## config.mk

```make
export PLATFORM = sky130hd
export DESIGN_NAME = ssv_ctrl
export DESIGN_NICKNAME = d
export VERILOG_FILES = /design/src/rtl/ssv_pkg.sv /design/src/rtl/ssv_ctrl.sv
export SDC_FILE = /design/constraint.sdc
export NUM_CORES = 1
export LEC_CHECK = 0
export BUFFER_PORTS_ARGS = -buffer_cell sky130_fd_sc_hd__buf_2
export CORE_MARGIN = 3
export CORE_UTILIZATION = 55
export CTS_BUF_LIST = sky130_fd_sc_hd__clkbuf_8
export DETAILED_ROUTE_END_ITERATION = 16
export GPL_TIMING_DRIVEN = 0
export PLACE_DENSITY_LB_ADDON = 0.05
export SYNTH_ARGS = -nofsm -noshare
export SYNTH_HDL_FRONTEND = slang
export SYNTH_SLANG_ARGS = --single-unit
```

## constraint.sdc

```tcl
create_clock -name aclk -period 2.8 [get_ports aclk]
set_input_delay 0.28 -clock aclk [delete_from_list [all_inputs] [get_ports aclk]]
set_output_delay 0.28 -clock aclk [all_outputs]
set_load 0.02 [all_outputs]
```

## src/rtl/ssv_pkg.sv

```systemverilog
package ssv_pkg;

    localparam int MAX_ELEMENTS = 64;
    localparam int ADDR_W       = (MAX_ELEMENTS > 1) ? $clog2(MAX_ELEMENTS) : 1;
    localparam int CNT_W        = $clog2(MAX_ELEMENTS + 1);
    localparam int SAMPLE_W     = 32;
    localparam int SCALED_W     = 31;
    localparam int SUM_W        = SAMPLE_W + CNT_W - 1;
    localparam int SQ_W         = 2 * SAMPLE_W + CNT_W - 1;

    typedef struct packed {
        logic              wr_en;
        logic              rd_en;
        logic [ADDR_W-1:0] addr;
        logic              acc_clr;
        logic              acc_sum;
        logic              acc_sq;
        logic              div_start;
        logic              div_var;
        logic              mean_ld;
        logic              sqrt_start;
        logic              thr_ld;
        logic              out_ld;
        logic              out_last;
        logic              out_ovf;
        logic [CNT_W-1:0]  n;
    } ssv_cmd_t;

    typedef struct packed {
        logic pipe_busy;
        logic div_busy;
        logic sqrt_busy;
        logic out_free;
    } ssv_status_t;

endpackage

```

## src/rtl/ssv_ctrl.sv

```systemverilog
module ssv_ctrl (
    input  logic                 aclk,
    input  logic                 aresetn,
    input  logic                 s_valid,
    output logic                 s_ready,
    input  logic                 s_is_last,
    input  ssv_pkg::ssv_status_t status,
    output ssv_pkg::ssv_cmd_t    cmd
);
    import ssv_pkg::*;

    localparam logic [3:0] S_LOAD     = 4'd0;
    localparam logic [3:0] S_SUM      = 4'd1;
    localparam logic [3:0] S_SUM_WAIT = 4'd2;
    localparam logic [3:0] S_DIVM     = 4'd3;
    localparam logic [3:0] S_SQ       = 4'd4;
    localparam logic [3:0] S_SQ_WAIT  = 4'd5;
    localparam logic [3:0] S_DIVV     = 4'd6;
    localparam logic [3:0] S_SQRT     = 4'd7;
    localparam logic [3:0] S_THR      = 4'd8;
    localparam logic [3:0] S_EMIT_RD  = 4'd9;
    localparam logic [3:0] S_EMIT_WR  = 4'd10;

    logic [3:0]        state_reg, state_next;
    logic [CNT_W-1:0]  count_reg, count_next;
    logic              ovf_reg, ovf_next;
    logic [ADDR_W-1:0] idx_reg, idx_next;
    logic              at_last;
    logic              accept;
    logic              has_room;

    assign accept   = s_valid && s_ready;
    assign has_room = count_reg < CNT_W'(MAX_ELEMENTS);
    assign at_last  = CNT_W'(idx_reg) == (count_reg - CNT_W'(1));
    assign s_ready  = state_reg == S_LOAD;

    always_comb begin
        state_next = state_reg;
        count_next = count_reg;
        ovf_next   = ovf_reg;
        idx_next   = idx_reg;
        cmd        = '0;
        cmd.addr   = idx_reg;
        cmd.n      = count_reg;
        cmd.out_last = at_last;
        cmd.out_ovf  = ovf_reg;

        unique case (state_reg)
            S_LOAD: begin
                cmd.acc_clr = 1'b1;
                cmd.addr    = count_reg[ADDR_W-1:0];
                idx_next    = '0;
                if (accept) begin
                    if (has_room) begin
                        cmd.wr_en  = 1'b1;
                        count_next = count_reg + CNT_W'(1);
                    end else begin
                        ovf_next = 1'b1;
                    end
                    if (s_is_last) begin
                        state_next = S_SUM;
                    end
                end
            end
            S_SUM: begin
                cmd.rd_en   = 1'b1;
                cmd.acc_sum = 1'b1;
                if (at_last) begin
                    idx_next   = '0;
                    state_next = S_SUM_WAIT;
                end else begin
                    idx_next = idx_reg + ADDR_W'(1);
                end
            end
            S_SUM_WAIT: begin
                if (!status.pipe_busy) begin
                    cmd.div_start = 1'b1;
                    state_next    = S_DIVM;
                end
            end
            S_DIVM: begin
                if (!status.div_busy) begin
                    cmd.mean_ld = 1'b1;
                    state_next  = S_SQ;
                end
            end
            S_SQ: begin
                cmd.rd_en  = 1'b1;
                cmd.acc_sq = 1'b1;
                if (at_last) begin
                    idx_next   = '0;
                    state_next = S_SQ_WAIT;
                end else begin
                    idx_next = idx_reg + ADDR_W'(1);
                end
            end
            S_SQ_WAIT: begin
                if (!status.pipe_busy) begin
                    cmd.div_start = 1'b1;
                    cmd.div_var   = 1'b1;
                    state_next    = S_DIVV;
                end
            end
            S_DIVV: begin
                if (!status.div_busy) begin
                    cmd.sqrt_start = 1'b1;
                    state_next     = S_SQRT;
                end
            end
            S_SQRT: begin
                if (!status.sqrt_busy) begin
                    state_next = S_THR;
                end
            end
            S_THR: begin
                cmd.thr_ld = 1'b1;
                state_next = S_EMIT_RD;
            end
            S_EMIT_RD: begin
                cmd.rd_en  = 1'b1;
                state_next = S_EMIT_WR;
            end
            S_EMIT_WR: begin
                if (status.out_free) begin
                    cmd.out_ld = 1'b1;
                    if (at_last) begin
                        idx_next   = '0;
                        count_next = '0;
                        ovf_next   = 1'b0;
                        state_next = S_LOAD;
                    end else begin
                        idx_next   = idx_reg + ADDR_W'(1);
                        state_next = S_EMIT_RD;
                    end
                end
            end
            default: begin
                state_next = S_LOAD;
            end
        endcase
    end

    always_ff @(posedge aclk) begin
        if (!aresetn) begin
            state_reg <= S_LOAD;
            count_reg <= '0;
            ovf_reg   <= 1'b0;
            idx_reg   <= '0;
        end else begin
            state_reg <= state_next;
            count_reg <= count_next;
            ovf_reg   <= ovf_next;
            idx_reg   <= idx_next;
        end
    end

`ifndef SYNTHESIS
    a_out_ld_free: assert property (@(posedge aclk) disable iff (!aresetn)
        cmd.out_ld |-> status.out_free)
        else $error("result loaded while output register still full");

    a_count_bound: assert property (@(posedge aclk) disable iff (!aresetn)
        count_reg <= CNT_W'(MAX_ELEMENTS))
        else $error("element count beyond capacity");

    a_div_busy: assert property (@(posedge aclk) disable iff (!aresetn)
        cmd.div_start |=> status.div_busy)
        else $error("divider did not start");

    a_last_closes: assert property (@(posedge aclk) disable iff (!aresetn)
        (accept && s_is_last) |=> (state_reg == S_SUM) && (count_reg != '0))
        else $error("closing transfer did not start an empty-free sum pass");
`endif

endmodule

```

* Yosys cells after proc, flatten, opt, wreduce, memory -nomap -nowiden
Index checks and enable logic that the tools add are counted.
** Word-level totals
- Bits in registers :: 18
- Input port bits :: 8
- Output and inout port bits :: 27
- Logic and storage cells :: 84
** Cells by class
- Magnitude comparators :: 1
- Muxes and demuxes :: 42
- Add/sub/neg operators :: 3
- Reduce and logical (&&, ||, !) cells :: 10
- Equality and inequality tests :: 24
** Operators by type and width (count)
- $mux 4 :: 11
- $pmux 4 s11 :: 1
- $mux 7 :: 5
- $ne 2x2->1 const B :: 10
- $mux 1 :: 18
- $pmux 6 s3 :: 1
- $eq 4x3->1 const B :: 4
- $pmux 7 s2 :: 1
- $eq 4x4->1 const B :: 3
- $mux 6 :: 2
- $reduce_and 10->1 :: 1
- $reduce_and 5->1 :: 2
- $eq 4x2->1 const B :: 2
- $add 7x1->7 const B :: 1
- $eq 6x7->1 :: 1
- $lt 7x7->1 const B :: 1
- $sub 7x1->7 const B :: 1
- $add 6x1->6 const B :: 1
- $ne 2x1->1 const B :: 3
- $eq 4x1->1 const B :: 1
- $logic_not 4->1 :: 1
- $pmux 1 s2 :: 2
- $reduce_bool 3->1 :: 1
- $reduce_or 3->1 :: 1
- 5 further kinds :: 5

* Longest topological paths before layout
Gate-level depths: netlist of the first run.
- Word-level depth :: 5
- Mapped depth :: 10
- Mapped depth without buffers :: 8

* Least setup slack after synthesis of the first run
Ideal clock, no wire load.
- Path kind :: reg-to-output
- Start :: reg count_reg[0]
- End :: out cmd[8] (netlist name)
- Slack :: 0.558 ns
- Arrival :: 1.962 ns
- Cell stages (with the launch flop) :: 9
- Path through :: dfxtp_1 > buf_2 > inv_1 > ha_1 > nand2b_1 > o211ai_1 > o2111ai_1 > a2111oi_4 > buf_4
** Between the ends
- Longest elaborated chain between the ends :: 2
** Ends and longest elaborated chain
- from (decl) :: RTL line ssv_ctrl.sv:25 : logic [CNT_W-1:0] count_reg, count_next;
- from (signal assigned) :: RTL line ssv_ctrl.sv:151 : count_reg <= count_next;
- $sub 7x1->7 :: RTL line ssv_ctrl.sv:34 : assign at_last = CNT_W'(idx_reg) == (count_reg - CNT_W'(1));
- $eq 6x7->1 :: RTL line ssv_ctrl.sv:34
- to (decl) :: RTL line ssv_ctrl.sv:8 : output ssv_pkg::ssv_cmd_t cmd
Every way passes these cells.

* Worst setup path in the final report of the first run
Ends and elaborated chain as after synthesis.

==> metrics.txt, run 1 <==
final instance area=1734 um2; Syn Nets=189; first-pass GRT wire length=6265 um; drt first-iter violations=61; Post-CTS Hold Buffers=0; sequential share of the synthesized area=24.74%; clk_lat worst skew=about 0.26 ns; final core utilization=69.37%; Clock Skew=0.003812 ns; Worst Tran Pin Value=0.4991 ns; largest cells by area after synthesis=dfxtp_1, xor2_1, mux2_2; post-DR wirelength/cell=14.57 um; Most used DFF post-synth=dfxtp_1; final setup TNS=0 ns; die area=3302 um2; # rows=18; CTS H-tree lvls=1; Slew HR=66.73%; Mapped Area=1456 um2; max reg flops=7; synthesized flop and latch total=18; # DRC=0; antenna cell count=0; M3 GR Usage=under 10%; WS Path Type=reg2out; met2 Use GR=40.81%; max-cap violations=0; die width=57.46 um; min cycle time layout=2.525 ns; Placed Area=~1700 um2; largest net degree at the start of global routing=11; grt peak-use layer=met2; Initial Util=58.26%; Final Max Tran Viols=0; class of the tightest hold or removal check=in2reg; Post-synth EDFFs=0; IO buf count=34; fmax=0.3960 GHz; Post-DP HPWL=between 2000 and 3000 um; final wirelength=3599 um; Yosys cell types=63; vias in the first global route=roughly 1400; CTS Sinks=18; number of nets in the layout=229; core area=2500 um2; final hold violation count=0; routed vias=1443; met1 usage=~30%; Die Y=57.46 um; Synth Area per Inst=about 8.2 um2; remaining global-route overflow=0; First-pass DRT Iterations=4; critical path capture point type=output port; initial antenna violation count=0; antenna-violating nets left=0; final setup fails=0; status=complete, no violations; Hold WS=between 0.3 and 0.4 ns; Req. time, crit path=2.52 ns; Worst VDD drop=0.0004713 V; root buffer cell=clkbuf_8; GRT Resource Usage Total=23.64%; nature of the critical path startpoint=flip-flop; CTS tree=built; Fill cells=about 240; CTS Buffer Depth=2; most frequent cells in the layout=buf_2, dfxtp_1, nor2_1, nand2_1, xor2_1; area leader, netlist=dfxtp_1; Async S/R FF share, synth=0%; IO Count=35; Layout area overhead=19.07%; Max Fanout on Critical Path=8; commonest non-fill, non-tap cell in the layout=buf_2; Leak=0.7601 nW; Pwr Total=approximately 1.1 mW; Warnings, synthesis=0; Via density=5.842; share of cells above drive strength 1=between 20% and 30%; Syn Inst Count=about 180; fin crit share=roughly 90%; top cell type's share of synthesized area=24.74%; clock slew at reported path FFs=about 0.070 ns; arrival time worst endpoint=2.25 ns; Cell Pwr Density=roughly 600 nW/um2; CTS Buf Count=3; RSZ-0062 raised after global routing=no; GPL Wtd Cong=a little over 0.8
-- power breakdown --
group          leakage, nW  switching (mW)  internal (mW)
sequential           0.146          0.0247          0.278
clock               0.0288          0.0929          0.125
combinational        0.586           0.318          0.230
total                0.760           0.435          0.633
-- worst max-delay path: stages, from the launching register on --
cell and delay, ns:
dfxtp_1 0.36, buf_2 0.22, inv_1 0.06, ha_1 0.21, nand2b_1 0.18, and3b_1 0.19, o2111ai_1 0.17, a2111oi_4 0.29
buf_4 0.16, buf_2 0.15
-- area by class of cell --
type                    instances  area (um2)  share of cell area [%]
flip-flops and latches         18       360.3                   20.78
multi-input cells             138       988.4                   57.00
well taps                      30       37.54                   2.165
clock buffers                   4       55.05                   3.175
repair buffers                 35       177.7                   10.25
inverters                       6       22.52                   1.299
plain buffers                  16       92.59                   5.339
-- cells by family after synthesis --
family                     synth area share, %
and+or+nand+nor                          30.50
buffers and inverters                    7.904
adders and majority gates                2.578
DFF                                      24.74
xor gates and xnor gates                 7.818
AOI/OAI and AO/OA                        19.67
muxes                                    6.787
-- routing by layer --
layer / routed length, um / up-vias
met3: 157 / 6
li1: - / 720
met4: 36 / 0
met1: 1571 / 683
met5: 0 / -
met2: 1832 / 34
-- Yosys cell counts (all sizes together) (2+ instances only) --
cell and number:
a21boi 3, inv 6, nand3 4, nand2b 4
mux2 7, nor3 5, nor2 18, nor4b 2
a211o 2, buf 9, xnor2 5, nor2b 2
o31ai 2, and2 3, and4 2, nand4 2
xor2 8, or3 2, a211oi 2, mux2i 2
nand3b 3, a31oi 3, nand2 16, clkbuf 7
or2 3, dfxtp 18, o21ai 4, o22ai 2
ha 3, a22oi 2, a21oi 5
-- final timing paths --
check / slack [ns] / startpoint / cells after the start / to
worst max register to register: 0.44 / count_reg[0] / 10 / idx_reg[1]
worst min register to register: 0.48 / ovf_reg / 2 / ovf_reg
worst max-delay path: 0.27 / count_reg[0] / 9 / cmd[8]
worst min-delay path: 0.31 / aresetn / 3 / idx_reg[1]
-- stage by stage --
| stage | setup WS (ns) | cells |
|---|---|---|
| after detailed placement | 0.2405 | 242 |
| after global placement | 0.3733 | 242 |
| after CTS | 0.1467 | 247 |
| after floorplan | 0.5581 | 178 |
| after global routing | 0.09438 | 247 |
| final | 0.2750 | 247 |
-- repair_timing --
item,CTS,global route
endpoints found under the hold margin,0,0
setup buffers,1,0
pin swaps,1,1
setup endpoints to repair,1,1
resized for setup,0,1
Note: power is estimated with default switching activity, not from simulation.
==> run 2: changes to the inputs <==
--- a/config.mk
+++ b/config.mk
@@ -5,9 +5,10 @@
 export SDC_FILE = /design/constraint.sdc
 export NUM_CORES = 1
 export LEC_CHECK = 0
+export ABC_AREA = 1
 export BUFFER_PORTS_ARGS = -buffer_cell sky130_fd_sc_hd__buf_2
 export CORE_MARGIN = 3
-export CORE_UTILIZATION = 55
+export CORE_UTILIZATION = 56
 export CTS_BUF_LIST = sky130_fd_sc_hd__clkbuf_8
 export DETAILED_ROUTE_END_ITERATION = 16
 export GPL_TIMING_DRIVEN = 0
==> run 2 against run 1 <==
Compared with the run above:
- flip-flop and latch count unchanged
- area after synthesis up 6.8%
- non-clock buffer count down 9
- clock skew down 0.00054 ns
- hold slack worse by 0.035 ns
- first-iteration DRC count up 66%
- global-route usage up 0.79 points
- power up 47%
- via count up 19%
- worst setup slack better by 0.077 ns
- cell area up 4.8%
- count of clock-buffer cells in the layout unchanged
- critical path type unchanged
- largest cell class unchanged
- largest power group unchanged
==> metrics.txt, run 2 <==
status=complete, no violations; hold path endpoint=state_reg[2]; Async S/R FF share, synth=0%; arrival time worst endpoint=2.17 ns; post-DR wirelength/cell=approximately 11 um; Layout area overhead=16.89%; nature of the critical path startpoint=flip-flop; clock share of power=between 10% and 20%; Top Metal Used=met4; clock slew at reported path FFs=0.07 ns; Synth Area per Inst=5.803 um2; largest family of logic cells by synthesized area=simple AND/OR/NAND/NOR gates; final wirelength=3814 um; Leak=1.023 nW; Mapped Area=about 1600 um2; Final Non-Filler Cells=336; first-pass GRT wire length=6624 um; largest cells by area after synthesis=dfxtp_1, nand2_1, inv_1; Post-CTS Hold Buffers=0; initial antenna violation count=0; worst reg-to-reg setup slack=0.66 ns; Syn Inst Count=268; Clock Skew=around 0.0033 ns; Most used DFF post-synth=dfxtp_1; Synth top cells by count=nand2_1, inv_1, nor2_1; Synth Area in Compound Gates=9.413%; Psw=0.8209 mW; IO buf count=34; sequential share of the synthesized area=around 23%; critical path capture point type=output port; fin crit share=roughly 90%; Routed met3 length=244 um; CTS Buf Count=3; Hold WS=0.2781 ns; mux cell area share after synthesis=0%; Int Power=around 0.75 mW; sw frac=52.38%; WL met2=1780 um; CTS Sinks=18; GRT Resource Usage Total=24.43%; Worst Tran Pin Value=roughly 0.41 ns; top cell type's share of synthesized area=23.17%; Max Fanout on Critical Path=7; class of the tightest hold or removal check=in2reg; largest net degree at the start of global routing=11; count leader, synth=nand2_1; most frequent cells in the layout=nand2_1, inv_1, buf_2, nor2_1, dfxtp_1; core area=2567 um2; commonest non-fill, non-tap cell in the layout=nand2_1; max reg flops=7; Via density=5.101; Worst VDD drop=0.0006502 V; min cycle time layout=~2.4 ns; share of cells above drive strength 1=between 20 and 25%; max-cap violations=0; Critical Path Source=count_reg[0]; Post-CTS Setup Inserts=0; antenna-violating nets left=0; Inst Count DP=about 330; Slew HR=between 70% and 80%; final setup TNS=0 ns; area leader, netlist=dfxtp_1; GPL Wtd Cong=0.8833; root buffer cell=clkbuf_8; routed vias=1714; die width=roughly 60 um; WL met1=between 1500 and 2000 um; Yosys cell types=28; drt first-iter violations=101; RR Startpoint=count_reg[0]; # rows=18; Resize count post-CTS=0; clk_lat worst skew=roughly 0.26 ns; Post-Synth Adder-Cell Area=2.414%; Post-synth EDFFs=0; # DRC=0; final setup fails=0; fmax=0.4084 GHz; Initial Util=60.58%; CTS tree=built; CTS Buffer Depth=2; Post-DP HPWL=2976 um; final hold violation count=0; R2R depth=13; Warnings, synthesis=0; Syn Nets=279; Comb power frac=63.1%; WS Path Type=reg2out; Req. time, crit path=approximately 2.5 ns; die area=3446 um2; First-pass DRT Iterations=4; worst hold start=aresetn; remaining global-route overflow=0; Cells on Worst Hold Path=3; Die Y=58.70 um; FF-to-FF End=idx_reg[4]; Pwr Total=~1.6 mW; synthesized flop and latch total=18; number of nets in the layout=318; register share of total power=23.0%; post-synthesis simple-gate area fraction=between 40 and 50%; RSZ-0062 raised after global routing=no; CTS H-tree lvls=1; Cell Pwr Density=between 800 and 900 nW/um2; vias in the first global route=1575; IO Count=35; Final Max Tran Viols=0; antenna cell count=0; XOR/XNOR Fraction of Synth Area=between 3 and 4%
-- run 2: changes by cell type in the layout (fill, tap and decap cells not counted), sizes merged, moves of 9 or more --
cell,previous run,this run
inv,6,44
nand2,16,90
nand3,4,19
nand4,2,11
nor2,18,35
o21ai,4,13
-- run 2: cell type report --
type                            count  area [um2]
Inverter                           44       167.7
Sequential cell                    18       360.3
Timing Repair Buffer               34       170.2
Tap cell                           30       37.54
Clock buffer                        4       55.05
Fill cell                         238       749.5
Buffer                              8       63.81
Multi-Input combinational cell    198       963.4
-- run 2: worst max path at each step --
| stage | slack (ns) | cells past startpoint | to |
|---|---|---|---|
| after floorplan | 0.89 | 11 | cmd[8] |
| after global placement | 0.67 | 12 | cmd[8] |
| after detailed placement | 0.66 | 12 | cmd[8] |
| after CTS | 0.38 | 12 | cmd[8] |
| after global routing | 0.17 | 12 | cmd[8] |
| final | 0.35 | 12 | cmd[8] |
-- run 2: logic make-up after synthesis --
group                    after synthesis
flip-flops                            18
AO/OA/AOI/OAI                         27
AND/OR/NAND/NOR                      161
adder cells (fa/ha/maj)                3
buffers and inverters                 52
XOR/XNOR                               7
-- run 2: metal layers --
layer  track usage, %  up-vias
li1                 -      912
met4            7.767        0
met3            3.947        4
met5                0        -
met2            41.31       46
met1            31.73      752
-- run 2: power groups by stage --
stage	registers [mW]	clock network, mW	logic, mW
3_5_place_dp	0.365	0	0.978
5_1_grt	0.367	0.229	1.12
6_report	0.361	0.218	0.989
3_3_place_gp	0.363	0	0.968
4_1_cts	0.359	0.216	0.986
2_1_floorplan	0.365	0	0.744
-- run 2: per-stage QoR --
stage | util [%] | cell area (um2) | setup slack (ns)
final | 70.81 | 1818 | 0.3515
after global routing | 70.81 | 1818 | 0.1674
after CTS | 70.81 | 1818 | 0.3801
after detailed placement | 68.66 | 1763 | 0.6648
after global placement | 68.66 | 1763 | 0.6737
after floorplan | - | 1555 | 0.8852
-- run 2: worst max-delay path: stages, from the launching register on --
cell and delay (ns):
dfxtp_1 0.53, inv_2 0.15, ha_1 0.33, inv_1 0.07, nand2_1 0.06, nand2_1 0.04, nor2_1 0.08, nand3_1 0.08
nor2_1 0.11, nand2_2 0.12, inv_1 0.09, buf_4 0.10, buf_2 0.15
